==> config.mk <==
export PLATFORM = sky130hd
export DESIGN_NAME = siphash_2_4_hash
export DESIGN_NICKNAME = d
export VERILOG_FILES = /design/src/hw/rtl/sh24_pkg.sv /design/src/hw/rtl/siphash_2_4_hash.sv /design/src/hw/rtl/sh24_front.sv /design/src/hw/rtl/sh24_queue.sv /design/src/hw/rtl/sh24_back.sv
export SDC_FILE = /design/constraint.sdc
export NUM_CORES = 2
export LEC_CHECK = 0
export BUFFER_PORTS_ARGS = -buffer_cell sky130_fd_sc_hd__buf_4
export CORE_MARGIN = 2
export CORE_UTILIZATION = 50
export CTS_BUF_LIST = sky130_fd_sc_hd__clkbuf_16
export CTS_CLUSTER_DIAMETER = 100
export DETAILED_ROUTE_END_ITERATION = 7
export PLACE_DENSITY = 0.73
export REMOVE_ABC_BUFFERS = 1
export SYNTH_ARGS = -nofsm -noshare
export SYNTH_HDL_FRONTEND = slang
export SYNTH_SLANG_ARGS = --single-unit
==> constraint.sdc <==
create_clock -name clk -period 10.8 [get_ports clk]
set_clock_uncertainty 0.15 [all_clocks]
set_input_delay 2.16 -clock clk [delete_from_list [all_inputs] [get_ports clk]]
set_output_delay 2.16 -clock clk [all_outputs]
set_load 0.02 [all_outputs]
==> src/hw/rtl/sh24_pkg.sv <==
// Shared types, constants and the SipRound function of the SipHash-2-4 block.
package sh24_pkg;

	localparam logic [63:0] INIT_V0 = 64'h736f6d6570736575;
	localparam logic [63:0] INIT_V1 = 64'h646f72616e646f6d;
	localparam logic [63:0] INIT_V2 = 64'h6c7967656e657261;
	localparam logic [63:0] INIT_V3 = 64'h7465646279746573;
	localparam logic [63:0] FIN_XOR = 64'h00000000000000ff;

	localparam int unsigned LEN_SHIFT  = 56;
	localparam int unsigned ABS_ROUNDS = 2;
	localparam int unsigned FIN_ROUNDS = 6;
	localparam logic [3:0]  FULL_BYTES = 4'd8;

	localparam logic REG_KEY_LOW  = 1'b0;
	localparam logic REG_KEY_HIGH = 1'b1;

	typedef struct packed {
		logic [63:0] v0;
		logic [63:0] v1;
		logic [63:0] v2;
		logic [63:0] v3;
	} sh24_lanes_t;

	// one block for the round unit
	typedef struct packed {
		logic [63:0] m;
		logic        start;
		logic        fin;
	} sh24_op_t;

	typedef struct packed {
		logic full;
		logic nonempty;
	} sh24_qstat_t;

	function automatic logic [63:0] rotl(input logic [63:0] x, input int unsigned s);
		rotl = (x << s) | (x >> (64 - s));
	endfunction

	function automatic sh24_lanes_t sip_round(input sh24_lanes_t vi);
		sh24_lanes_t v;
		v = vi;
		v.v0 = v.v0 + v.v1; v.v1 = rotl(v.v1, 13); v.v1 = v.v1 ^ v.v0;
		v.v0 = rotl(v.v0, 32);
		v.v2 = v.v2 + v.v3; v.v3 = rotl(v.v3, 16); v.v3 = v.v3 ^ v.v2;
		v.v0 = v.v0 + v.v3; v.v3 = rotl(v.v3, 21); v.v3 = v.v3 ^ v.v0;
		v.v2 = v.v2 + v.v1; v.v1 = rotl(v.v1, 17); v.v1 = v.v1 ^ v.v2;
		v.v2 = rotl(v.v2, 32);
		return v;
	endfunction

endpackage

==> src/hw/rtl/siphash_2_4_hash.sv <==
// Top level of the streaming SipHash-2-4 hash block.
//
//  channel  direction  handshake              payload
//  in       input      in_valid / in_stall    message_word, byte_count, last
//  out      output     out_valid / out_stall  hash_value
//  config   input      wr_en                  wr_index, wr_data
//
// A word takes two SipRounds in the round unit, one per cycle unless held; the
// next word is taken on its last round. A short last word costs six rounds; a last
// word of eight bytes costs two plus six. The hash is registered on its last round.
// Reset clears the key registers, the queue and all control state.
// Input stalls while the queue is full or a length-only block is still to be queued;
// a stalled hash holds the round unit on its final round only.
module siphash_2_4_hash import sh24_pkg::*; #(
	parameter int unsigned QUEUE_DEPTH = 2
) (
	input  logic        clk,
	input  logic        arst_n,
	input  logic        in_valid,
	output logic        in_stall,
	input  logic [63:0] message_word,
	input  logic [3:0]  byte_count,
	input  logic        last,
	output logic        out_valid,
	input  logic        out_stall,
	output logic [63:0] hash_value,
	input  logic        wr_en,
	input  logic        wr_index,
	input  logic [63:0] wr_data
);

	logic [63:0] key_low_q;
	logic [63:0] key_high_q;
	logic        push;
	logic        pop;
	sh24_op_t    push_op;
	sh24_op_t    head;
	sh24_qstat_t qstat;

	always_ff @(posedge clk or negedge arst_n) begin
		if (!arst_n) begin
			key_low_q  <= 64'd0;
			key_high_q <= 64'd0;
		end else if (wr_en) begin
			case (wr_index)
				REG_KEY_LOW:  key_low_q  <= wr_data;
				REG_KEY_HIGH: key_high_q <= wr_data;
				default: ;
			endcase
		end
	end

	sh24_front u_front (
		.clk          (clk),
		.arst_n       (arst_n),
		.in_valid     (in_valid),
		.in_stall     (in_stall),
		.message_word (message_word),
		.byte_count   (byte_count),
		.last         (last),
		.qstat        (qstat),
		.push         (push),
		.push_op      (push_op)
	);

	sh24_queue #(
		.DEPTH (QUEUE_DEPTH)
	) u_queue (
		.clk     (clk),
		.arst_n  (arst_n),
		.push    (push),
		.push_op (push_op),
		.pop     (pop),
		.head    (head),
		.qstat   (qstat)
	);

	sh24_back u_back (
		.clk        (clk),
		.arst_n     (arst_n),
		.key_low    (key_low_q),
		.key_high   (key_high_q),
		.head       (head),
		.qstat      (qstat),
		.pop        (pop),
		.out_valid  (out_valid),
		.out_stall  (out_stall),
		.hash_value (hash_value)
	);

	a_accept_has_room: assert property (@(posedge clk) disable iff (!arst_n)
		(in_valid && !in_stall) |-> !qstat.full)
		else $error("item accepted into a full queue");

	a_pop_nonempty: assert property (@(posedge clk) disable iff (!arst_n)
		pop |-> qstat.nonempty)
		else $error("round unit popped an empty queue");

	a_full_stalls: assert property (@(posedge clk) disable iff (!arst_n)
		qstat.full |-> in_stall)
		else $error("input not stalled while queue is full");

	a_no_accept_while_pending: assert property (@(posedge clk) disable iff (!arst_n)
		(in_valid && !in_stall && last && (byte_count >= FULL_BYTES)) |=> in_stall)
		else $error("input taken before the length block was queued");

endmodule

==> src/hw/rtl/sh24_front.sv <==
// Front end: accepts message words, tracks length and builds blocks for the queue.
module sh24_front import sh24_pkg::*; (
	input  logic        clk,
	input  logic        arst_n,
	input  logic        in_valid,
	output logic        in_stall,
	input  logic [63:0] message_word,
	input  logic [3:0]  byte_count,
	input  logic        last,
	input  sh24_qstat_t qstat,
	output logic        push,
	output sh24_op_t    push_op
);

	logic        in_msg_q;
	logic [7:0]  len_q;
	logic        pend_q;
	sh24_op_t    pend_op_q;

	logic        accept;
	logic        start;
	logic [7:0]  base_len;
	logic [3:0]  sat;
	logic        full8;
	logic [63:0] mask;
	logic [7:0]  tail_len;
	sh24_op_t    cur_op;
	sh24_op_t    len_op;

	assign in_stall = pend_q | qstat.full;
	assign accept   = in_valid & ~in_stall;
	assign start    = ~in_msg_q;
	assign base_len = start ? 8'd0 : len_q;
	assign sat      = (byte_count > FULL_BYTES) ? FULL_BYTES : byte_count;
	assign full8    = (sat == FULL_BYTES);
	assign tail_len = base_len + {4'd0, sat};

	always_comb begin
		for (int i = 0; i < 8; i++) begin
			mask[8*i +: 8] = {8{(4'(i) < sat)}};
		end
	end

	always_comb begin
		cur_op.m     = message_word;
		cur_op.start = start;
		cur_op.fin   = 1'b0;
		if (last && !full8) begin
			cur_op.m   = (message_word & mask) | ({56'd0, tail_len} << LEN_SHIFT);
			cur_op.fin = 1'b1;
		end
	end

	// a full last word leaves a length-only final block behind
	always_comb begin
		len_op.m     = {56'd0, base_len + 8'd8} << LEN_SHIFT;
		len_op.start = 1'b0;
		len_op.fin   = 1'b1;
	end

	assign push    = pend_q ? ~qstat.full : accept;
	assign push_op = pend_q ? pend_op_q : cur_op;

	always_ff @(posedge clk or negedge arst_n) begin
		if (!arst_n) begin
			in_msg_q <= 1'b0;
			len_q    <= 8'd0;
			pend_q   <= 1'b0;
		end else begin
			if (pend_q && !qstat.full) begin
				pend_q <= 1'b0;
			end
			if (accept) begin
				if (!last) begin
					in_msg_q <= 1'b1;
					len_q    <= base_len + 8'd8;
				end else begin
					in_msg_q <= 1'b0;
					if (full8) begin
						pend_q <= 1'b1;
					end
				end
			end
		end
	end

	always_ff @(posedge clk) begin
		if (accept && last && full8) begin
			pend_op_q <= len_op;
		end
	end

endmodule

==> src/hw/rtl/sh24_queue.sv <==
// Short block queue between the front end and the round unit.
module sh24_queue import sh24_pkg::*; #(
	parameter int unsigned DEPTH = 2
) (
	input  logic        clk,
	input  logic        arst_n,
	input  logic        push,
	input  sh24_op_t    push_op,
	input  logic        pop,
	output sh24_op_t    head,
	output sh24_qstat_t qstat
);

	localparam int unsigned PW = (DEPTH > 1) ? $clog2(DEPTH) : 1;
	localparam int unsigned CW = $clog2(DEPTH + 1);

	sh24_op_t        mem_q [DEPTH];
	logic [PW-1:0]   wr_q;
	logic [PW-1:0]   rd_q;
	logic [CW-1:0]   cnt_q;

	logic do_push;
	logic do_pop;

	function automatic logic [PW-1:0] bump(input logic [PW-1:0] p);
		if (p == PW'(DEPTH - 1)) begin
			return '0;
		end
		return p + PW'(1);
	endfunction

	assign qstat.full     = (cnt_q == CW'(DEPTH));
	assign qstat.nonempty = (cnt_q != '0);
	assign do_push        = push & ~qstat.full;
	assign do_pop         = pop & qstat.nonempty;
	assign head           = mem_q[rd_q];

	always_ff @(posedge clk or negedge arst_n) begin
		if (!arst_n) begin
			wr_q  <= '0;
			rd_q  <= '0;
			cnt_q <= '0;
		end else begin
			if (do_push) begin
				wr_q <= bump(wr_q);
			end
			if (do_pop) begin
				rd_q <= bump(rd_q);
			end
			if (do_push && !do_pop) begin
				cnt_q <= cnt_q + CW'(1);
			end else if (do_pop && !do_push) begin
				cnt_q <= cnt_q - CW'(1);
			end
		end
	end

	always_ff @(posedge clk) begin
		if (do_push) begin
			mem_q[wr_q] <= push_op;
		end
	end

endmodule

==> src/hw/rtl/sh24_back.sv <==
// Round unit: one SipRound per cycle unless a stalled hash holds it; absorbs blocks and finalises the hash.
module sh24_back import sh24_pkg::*; (
	input  logic        clk,
	input  logic        arst_n,
	input  logic [63:0] key_low,
	input  logic [63:0] key_high,
	input  sh24_op_t    head,
	input  sh24_qstat_t qstat,
	output logic        pop,
	output logic        out_valid,
	input  logic        out_stall,
	output logic [63:0] hash_value
);

	sh24_lanes_t lanes_q;
	sh24_op_t    op_q;
	logic        busy_q;
	logic [2:0]  rnd_q;
	logic        out_valid_q;
	logic [63:0] hash_q;

	logic        last_rnd;
	logic        hold;
	logic        adv;
	sh24_lanes_t rin;
	sh24_lanes_t rout;
	sh24_lanes_t nxt;

	assign last_rnd = op_q.fin ? (rnd_q == 3'(FIN_ROUNDS - 1))
	                           : (rnd_q == 3'(ABS_ROUNDS - 1));
	// hold the final round while the previous hash still waits
	assign hold = op_q.fin & last_rnd & out_valid_q & out_stall;
	assign adv  = busy_q & ~hold;
	assign pop  = qstat.nonempty & (~busy_q | (adv & last_rnd));

	always_comb begin
		rin = lanes_q;
		if (rnd_q == 3'd0) begin
			if (op_q.start) begin
				rin.v0 = INIT_V0 ^ key_low;
				rin.v1 = INIT_V1 ^ key_high;
				rin.v2 = INIT_V2 ^ key_low;
				rin.v3 = INIT_V3 ^ key_high;
			end
			rin.v3 = rin.v3 ^ op_q.m;
		end
	end

	assign rout = sip_round(rin);

	always_comb begin
		nxt = rout;
		if (rnd_q == 3'(ABS_ROUNDS - 1)) begin
			nxt.v0 = rout.v0 ^ op_q.m;
			if (op_q.fin) begin
				nxt.v2 = rout.v2 ^ FIN_XOR;
			end
		end
	end

	always_ff @(posedge clk or negedge arst_n) begin
		if (!arst_n) begin
			busy_q      <= 1'b0;
			rnd_q       <= 3'd0;
			out_valid_q <= 1'b0;
		end else begin
			if (adv) begin
				rnd_q <= last_rnd ? 3'd0 : rnd_q + 3'd1;
			end
			if (pop) begin
				busy_q <= 1'b1;
			end else if (adv && last_rnd) begin
				busy_q <= 1'b0;
			end
			if (adv && last_rnd && op_q.fin) begin
				out_valid_q <= 1'b1;
			end else if (out_valid_q && !out_stall) begin
				out_valid_q <= 1'b0;
			end
		end
	end

	always_ff @(posedge clk) begin
		if (adv) begin
			lanes_q <= nxt;
		end
		if (pop) begin
			op_q <= head;
		end
		if (adv && last_rnd && op_q.fin) begin
			hash_q <= rout.v0 ^ rout.v1 ^ rout.v2 ^ rout.v3;
		end
	end

	assign out_valid  = out_valid_q;
	assign hash_value = hash_q;

endmodule
# Yosys cells after proc, flatten, opt, wreduce, memory -nomap -nowiden

Memory sizes are Yosys's and may differ from the RTL's. A register that Yosys moved wholly into a read port is not among the register bits.
Index checks and enable logic that the tools add are counted.

Add/subtract/negate cells: 11
Order comparisons: 9
Eq/ne operators: 4
Multiplexer cells: 35
Bitwise gates (word level): 40
Reductions and logical operators: 22

Operator list:

| cell                                                                        | count |
|---|---|
| 256-bit 2-to-1 mux                                                          | 3 |
| 64-bit bitwise XOR                                                          | 9 |
| 64-bit adder                                                                | 4 |
| 64-bit 2-to-1 mux                                                           | 2 |
| 64-bit by 32-bit OR with 64-bit output                                      | 2 |
| 66-bit 2-to-1 mux                                                           | 1 |
| 64-bit AND                                                                  | 1 |
| 64-bit by 13-bit OR with 64-bit output                                      | 1 |
| 64-bit by 16-bit OR with 64-bit output                                      | 1 |
| 64-bit by 17-bit OR with 64-bit output                                      | 1 |
| 64-bit by 21-bit OR with 64-bit output                                      | 1 |
| 64-bit OR                                                                   | 1 |
| 37-bit inverter                                                             | 1 |
| 35-bit inverter                                                             | 1 |
| 34-bit inverter                                                             | 1 |
| 32-bit inverter                                                             | 1 |
| 8-bit 2-to-1 mux                                                            | 3 |
| 1-bit 2-to-1 mux                                                            | 22 |
| 3-bit by 4-bit less-than comparator with 1-bit output, first input constant | 4 |
| 1-bit AND                                                                   | 9 |
| 1-bit logical AND                                                           | 9 |
| 8-bit by 4-bit adder with 8-bit output                                      | 1 |
| 8-bit by 4-bit adder with 8-bit output, second input constant               | 1 |
| 1-bit by 4-bit less-than comparator with 1-bit output, first input constant | 2 |
| other kinds (20)                                                            | 39 |

Flip-flop bits (word level): 475
Bits in writable memories: 132
Bits of input ports: 139
Output and inout port bits: 66
Word-level logic and storage cells: 139
Memories kept: 1

Memory list:

| memory        | depth | width | read ports | clocked after Yosys merged registers in | wr ports | RTL line         | source |
|---|---|---|---|---|---|---|---|
| u_queue.mem_q | 2     | 66    | 1          | 1                                       | 1        | sh24_queue.sv:17 | `sh24_op_t mem_q [DEPTH];` |

# Depth between registers and ports, before layout

Word-level depth: 14
Mapped depth: 43
Mapped depth without buffers: 33

# Modules after synthesis

From an unflattened synthesis, not the netlist that was laid out.

Cell total of the unflattened synthesis: 4932
Area total of the unflattened synthesis: 48800.6 um^2

By module, submodules not included:

| module           | instances | cells an instance | area each (um^2) | seq. area each (um^2) |
|---|---|---|---|---|
| sh24_back        | 1         | 4240              | 37001.7          | 11716.2 |
| siphash_2_4_hash | 1         | 271               | 5131.2           | 3203.1 |
| sh24_queue       | 1         | 224               | 5073.6           | 4063.9 |
| sh24_front       | 1         | 197               | 1594.0           | 490.5 |

# Least setup slack after synthesis

OpenSTA, ideal clock, no wires.

Path kind: input to register
Start point: input out_stall
End point: register u_back.hash_q[0], in the netlist u_back.hash_value[0], enable pin
Arrival time: 10.406 ns
Path slack: -0.244 ns
Stages: 5
Path buffers: 0
Cell sequence: nand3_1 > o21ai_0 > inv_1 > nand2_1 > nor2_1

Word-level cells in the longest chain between the ends: 5

RTL lines:

| element                         | RTL line               | source |
|---|---|---|
| start, declared                 | siphash_2_4_hash.sv:25 | `input logic out_stall,` |
| 1-bit AND                       | sh24_back.sv:32        | `assign hold = op_q.fin & last_rnd & out_valid_q & out_stall;` |
| 1-bit inverter                  | sh24_back.sv:33        | `assign adv = busy_q & ~hold;` |
| 1-bit AND                       | sh24_back.sv:33        |  |
| net u_back.adv                  | sh24_back.sv:24        | `logic adv;` |
| 1-bit logical AND (2 in series) | sh24_back.sv:90        | `if (adv && last_rnd && op_q.fin) begin` |
| end signal, assigned            | sh24_back.sv:91        | `hash_q <= rout.v0 ^ rout.v1 ^ rout.v2 ^ rout.v3;` |
| end, declared                   | sh24_back.sv:20        | `logic [63:0] hash_q;` |

The timed path passes the listed nets, and every way through them passes these cells.
A chain may end at the register's enable or synchronous reset.

# Worst setup path after layout

Start point: register u_back.rnd_q[1]
End point: register u_back.hash_q[63], in the netlist u_back.hash_value[63] (data pin)

Word-level cells in the longest chain between the ends: 9
Elaborated cells between the ends (all ways): 19
Classes of those cells: 4 x add/sub; 1 x mux; 13 x bitwise; 1 x reduce/logical

RTL lines:

| element                                                                       | RTL line                       | source |
|---|---|---|
| start, declared                                                               | sh24_back.sv:18                | `logic [2:0] rnd_q;` |
| start signal, assigned                                                        | sh24_back.sv:68                | `rnd_q <= last_rnd ? 3'd0 : rnd_q + 3'd1;` |
| 3-bit logical NOT *                                                           | sh24_back.sv:38                | `if (rnd_q == 3'd0) begin` |
| 256-bit 2-to-1 mux *                                                          | sh24_back.sv:38                |  |
| 64-bit adder / 64-bit by 13-bit OR with 64-bit output (equally long branches) | sh24_pkg.sv:44, sh24_pkg.sv:38 |  |
| 64-bit bitwise XOR                                                            | sh24_pkg.sv:44                 | `v.v0 = v.v0 + v.v1; v.v1 = rotl(v.v1, 13); v.v1 = v.v1 ^ v.v0;` |
| 64-bit adder / 64-bit by 17-bit OR with 64-bit output (equally long branches) | sh24_pkg.sv:48, sh24_pkg.sv:38 |  |
| 64-bit bitwise XOR                                                            | sh24_pkg.sv:48                 | `v.v2 = v.v2 + v.v1; v.v1 = rotl(v.v1, 17); v.v1 = v.v1 ^ v.v2;` |
| 64-bit bitwise XOR (2 in series)                                              | sh24_back.sv:91                |  |
| 64-bit bitwise XOR *                                                          | sh24_back.sv:91                |  |

Every way passes the cells marked *; elsewhere a longest branch is shown, timed or not.

==> results.py <==
metrics = {
    "clock_network": {
        "tritoncts": "done",
        "root_buffer": "clkbuf_16",
        "clk_latency_ps": 690,
        "clk_path_buf_depth": 3,
        "htreeDepth": 3,
        "cts_setup_buffers": 0,
        "cts-buffers-inserted": 77,
        "clk_pin_slew_ps": 60,
        "postCtsResizedCells": 0,
        "holdBufCountCts": 0,
        "cts_sinks": 673,
    },
    "yosys": {
        "syn_area_per_cell_um2": 9.776,
        "ys_warn_count": 0,
        "async_reset_ff_share_pct": 21.84,
        "synth_edf_count": 526,
        "netlist_instances": 4933,
        "seq_area_frac_synth_pct": 40.38,
        "netlist_area_mm2": 0.04823,
        "ys_seq_elements": 673,
        "synthDistinctLibCells": 106,
        "ys.flop_type": "edfxtp_1",
        "yosysTopAreaCell": "edfxtp_1",
        "synthTopCellsByArea": "edfxtp_1 (33%), xnor2_1 (9.2%), dfrtp_1 (7.6%), ha_1 (6.4%), xor2_1 (5.4%)",
        "yosys.area.top_type_share_pct": 32.75,
    },
    "placed_design": {
        "place_hpwl_um": 193700,
        "place_ws_ps": 850.4,
        "post_dp_cell_area_mm2": 0.05291,
        "place_congestion": 1.184,
        "port_buffers": 204,
    },
    "worst_setup_path": {
        "crit_required_ps": 11080,
        "reg2regPathDepth": 31,
        "critPathSlowestCell": "xor2_1",
        "critical_path_class": "flip-flop to flip-flop",
        "crit_arrival_ps": 10720,
        "setup.worst_path.end": "u_back.hash_value[63]$_DFFE_PP_",
        "slowest_delay_ps": 770,
        "crit_path_start": "u_back.rnd_q[1]$_DFFE_PN0P_",
        "crit_fanout": 30,
        "r2r-start": "u_back.rnd_q[1]$_DFFE_PN0P_",
        "worstSetupEndpointType": "flip-flop",
        "worst_setup_path_start_kind": "flip-flop",
        "r2r-end": "u_back.hash_value[63]$_DFFE_PP_",
        "r2r_slack_ps": 360,
    },
    "cells_and_area": {
        "multiInputGateArea_mm2": 0.02734,
        "num-fill-cells": 8290,
        "layout_common_cells": "nand2_1 (544), edfxtp_1 (526), buf_4 (503), xnor2_1 (500), o21ai_0 (386)",
        "layout.nets": 5681,
        "register_area_mm2": 0.01948,
        "final_common_cell": "nand2_1",
        "finalInstanceArea_mm2": 0.05545,
        "area_growth_pct": 14.98,
        "layout-drive-gt1-share_pct": 16.90,
    },
    "sta": {
        "tightest_slew_ps": 1372,
        "setup-violations-final": 0,
        "fmax_mhz": 95.82,
        "drv_slew": 0,
        "hold_violations": 0,
        "fin_crit_ps": 10440,
        "rsz0062_at_grt": "no",
        "fin_crit_sh_pct": 96.63,
        "relSlewSlack_pct": 7.581,
        "layout_setup_ws_ps": 363.7,
    },
    "routing": {
        "wl_per_cell_um": 35.12,
        "via_count": 42935,
        "post_drt_via_cell_ratio": 6.484,
        "drt_iter0_drc": 6570,
        "wl_um": 232600,
        "antenna_left": 0,
        "drc_errors": 0,
        "dr.pass1.iters": 8,
    },
    "die": {
        "die_x_um": 314.6,
        "io_pins": 205,
        "rows": 113,
        "core_area_mm2": 0.09529,
        "die-area_mm2": 0.09895,
        "die_y_um": 314.6,
        "start_util_pct": 50.61,
    },
    "global_routing": {
        "antenna_found_initial": 8,
        "grt_start_max_net_pins": 120,
        "grt_pass1_vias": 40451,
        "track_usage_pct": 46.05,
        "grt_pass1_wl_um": 314200,
        "grt_remaining_overflow": 0,
    },
    "outcome": {
        "outcome": "completed",
    },
    "min_path": {
        "hold_class": "flip-flop to flip-flop",
    },
    "flow_run": {
        "maxCapViolCount": 0,
    },
}
-- sequential cells by signal, summed over array words and instances (netlist names), 2 cells and up --
| register | cells |
|---|---|
| key_high_q | 64 |
| u_back.lanes_q | 256 |
| u_queue.cnt_q | 2 |
| u_front.pend_op_q | 8 |
| key_low_q | 64 |
| u_queue.mem_q | 132 |
| u_back.rnd_q | 3 |
| u_back.hash_value | 64 |
| u_front.len_q | 8 |
| u_back.op_q | 66 |
-- through the flow --
stage,cells,hold WS [ps],setup TNS (ps),utilization (%)
global placement,6475,325.9,0,55.52
CTS,6619,350.9,0,58.18
finish,6622,350.2,0,58.19
detailed placement,6475,331.0,0,55.52
floorplan,4703,305.9,-277870,-
global route,6619,381.6,0,58.18
-- worst max-delay path: cells and delay by family (launching register included) --
family                   cells  cell delay, ps
AO/OA/AOI/OAI               12            3610
AND/OR/NAND/NOR              6            1860
adder cells (fa/ha/maj)      4            1820
XOR/XNOR                     4            1340
buffers and inverters        5             960
flip-flops                   1             390
-- cell usage after synthesis (all sizes together) (31+ instances only) --
cell type	n
buf	39
xnor2	506
nor2b	41
edfxtp	526
and2	80
clkbuf	191
dfrtp	147
ha	248
nand4	73
nand2	545
o21bai	55
xor2	308
o21ai	401
a22oi	58
a21oi	323
a31oi	33
nor3	39
mux2i	38
nand3	61
nor2	287
inv	174
nand2b	31
mux2	206
a21o	207
-- per-layer routing --
metal  wire length [um]  track usage, %
met1              87470           58.95
met2              97110           67.22
met3              28370           13.17
met4              19600           31.81
met5                 14               0
-- cell families after synthesis --
kind of cell               Yosys count  share of synthesized area (%)
AOI/OAI and AO/OA                 1276                          16.57
xor gates and xnor gates           825                          15.46
adders and majority gates          269                          6.977
buffers and inverters              404                          3.233
DFF                                673                          40.38
muxes                              244                          5.614
and+or+nand+nor                   1242                          11.77
-- worst min-delay path by stage --
| stage | startpoint | to | slack, ps | cells past startpoint |
|---|---|---|---|---|
| after global routing | u_front.len_q[0]$_DFFE_PN0P_ | u_front.len_q[0]$_DFFE_PN0P_ | 380 | 1 |
| after CTS | u_front.len_q[2]$_DFFE_PN0P_ | u_front.len_q[2]$_DFFE_PN0P_ | 350 | 1 |
| final | u_front.len_q[2]$_DFFE_PN0P_ | u_front.len_q[2]$_DFFE_PN0P_ | 350 | 1 |
| after detailed placement | u_front.len_q[2]$_DFFE_PN0P_ | u_front.len_q[2]$_DFFE_PN0P_ | 330 | 1 |
| after floorplan | u_front.len_q[0]$_DFFE_PN0P_ | u_front.len_q[0]$_DFFE_PN0P_ | 310 | 1 |
| after global placement | u_front.len_q[1]$_DFFE_PN0P_ | u_front.len_q[1]$_DFFE_PN0P_ | 330 | 1 |
-- layout make-up --
class | count | share of cell area [%]
Timing Repair Buffer | 507 | 6.939
Clock inverter | 66 | 1.049
Tap cell | 1265 | 2.854
Multi-Input combinational cell | 3856 | 49.31
Sequential cell | 673 | 35.13
Antenna cell | 3 | 0.01354
Clock buffer | 78 | 3.520
Inverter | 174 | 1.191
Power is left out: the tool's default activity adds up to more than one toggle a clock period on the data nets, which glitch-free logic cannot reach.
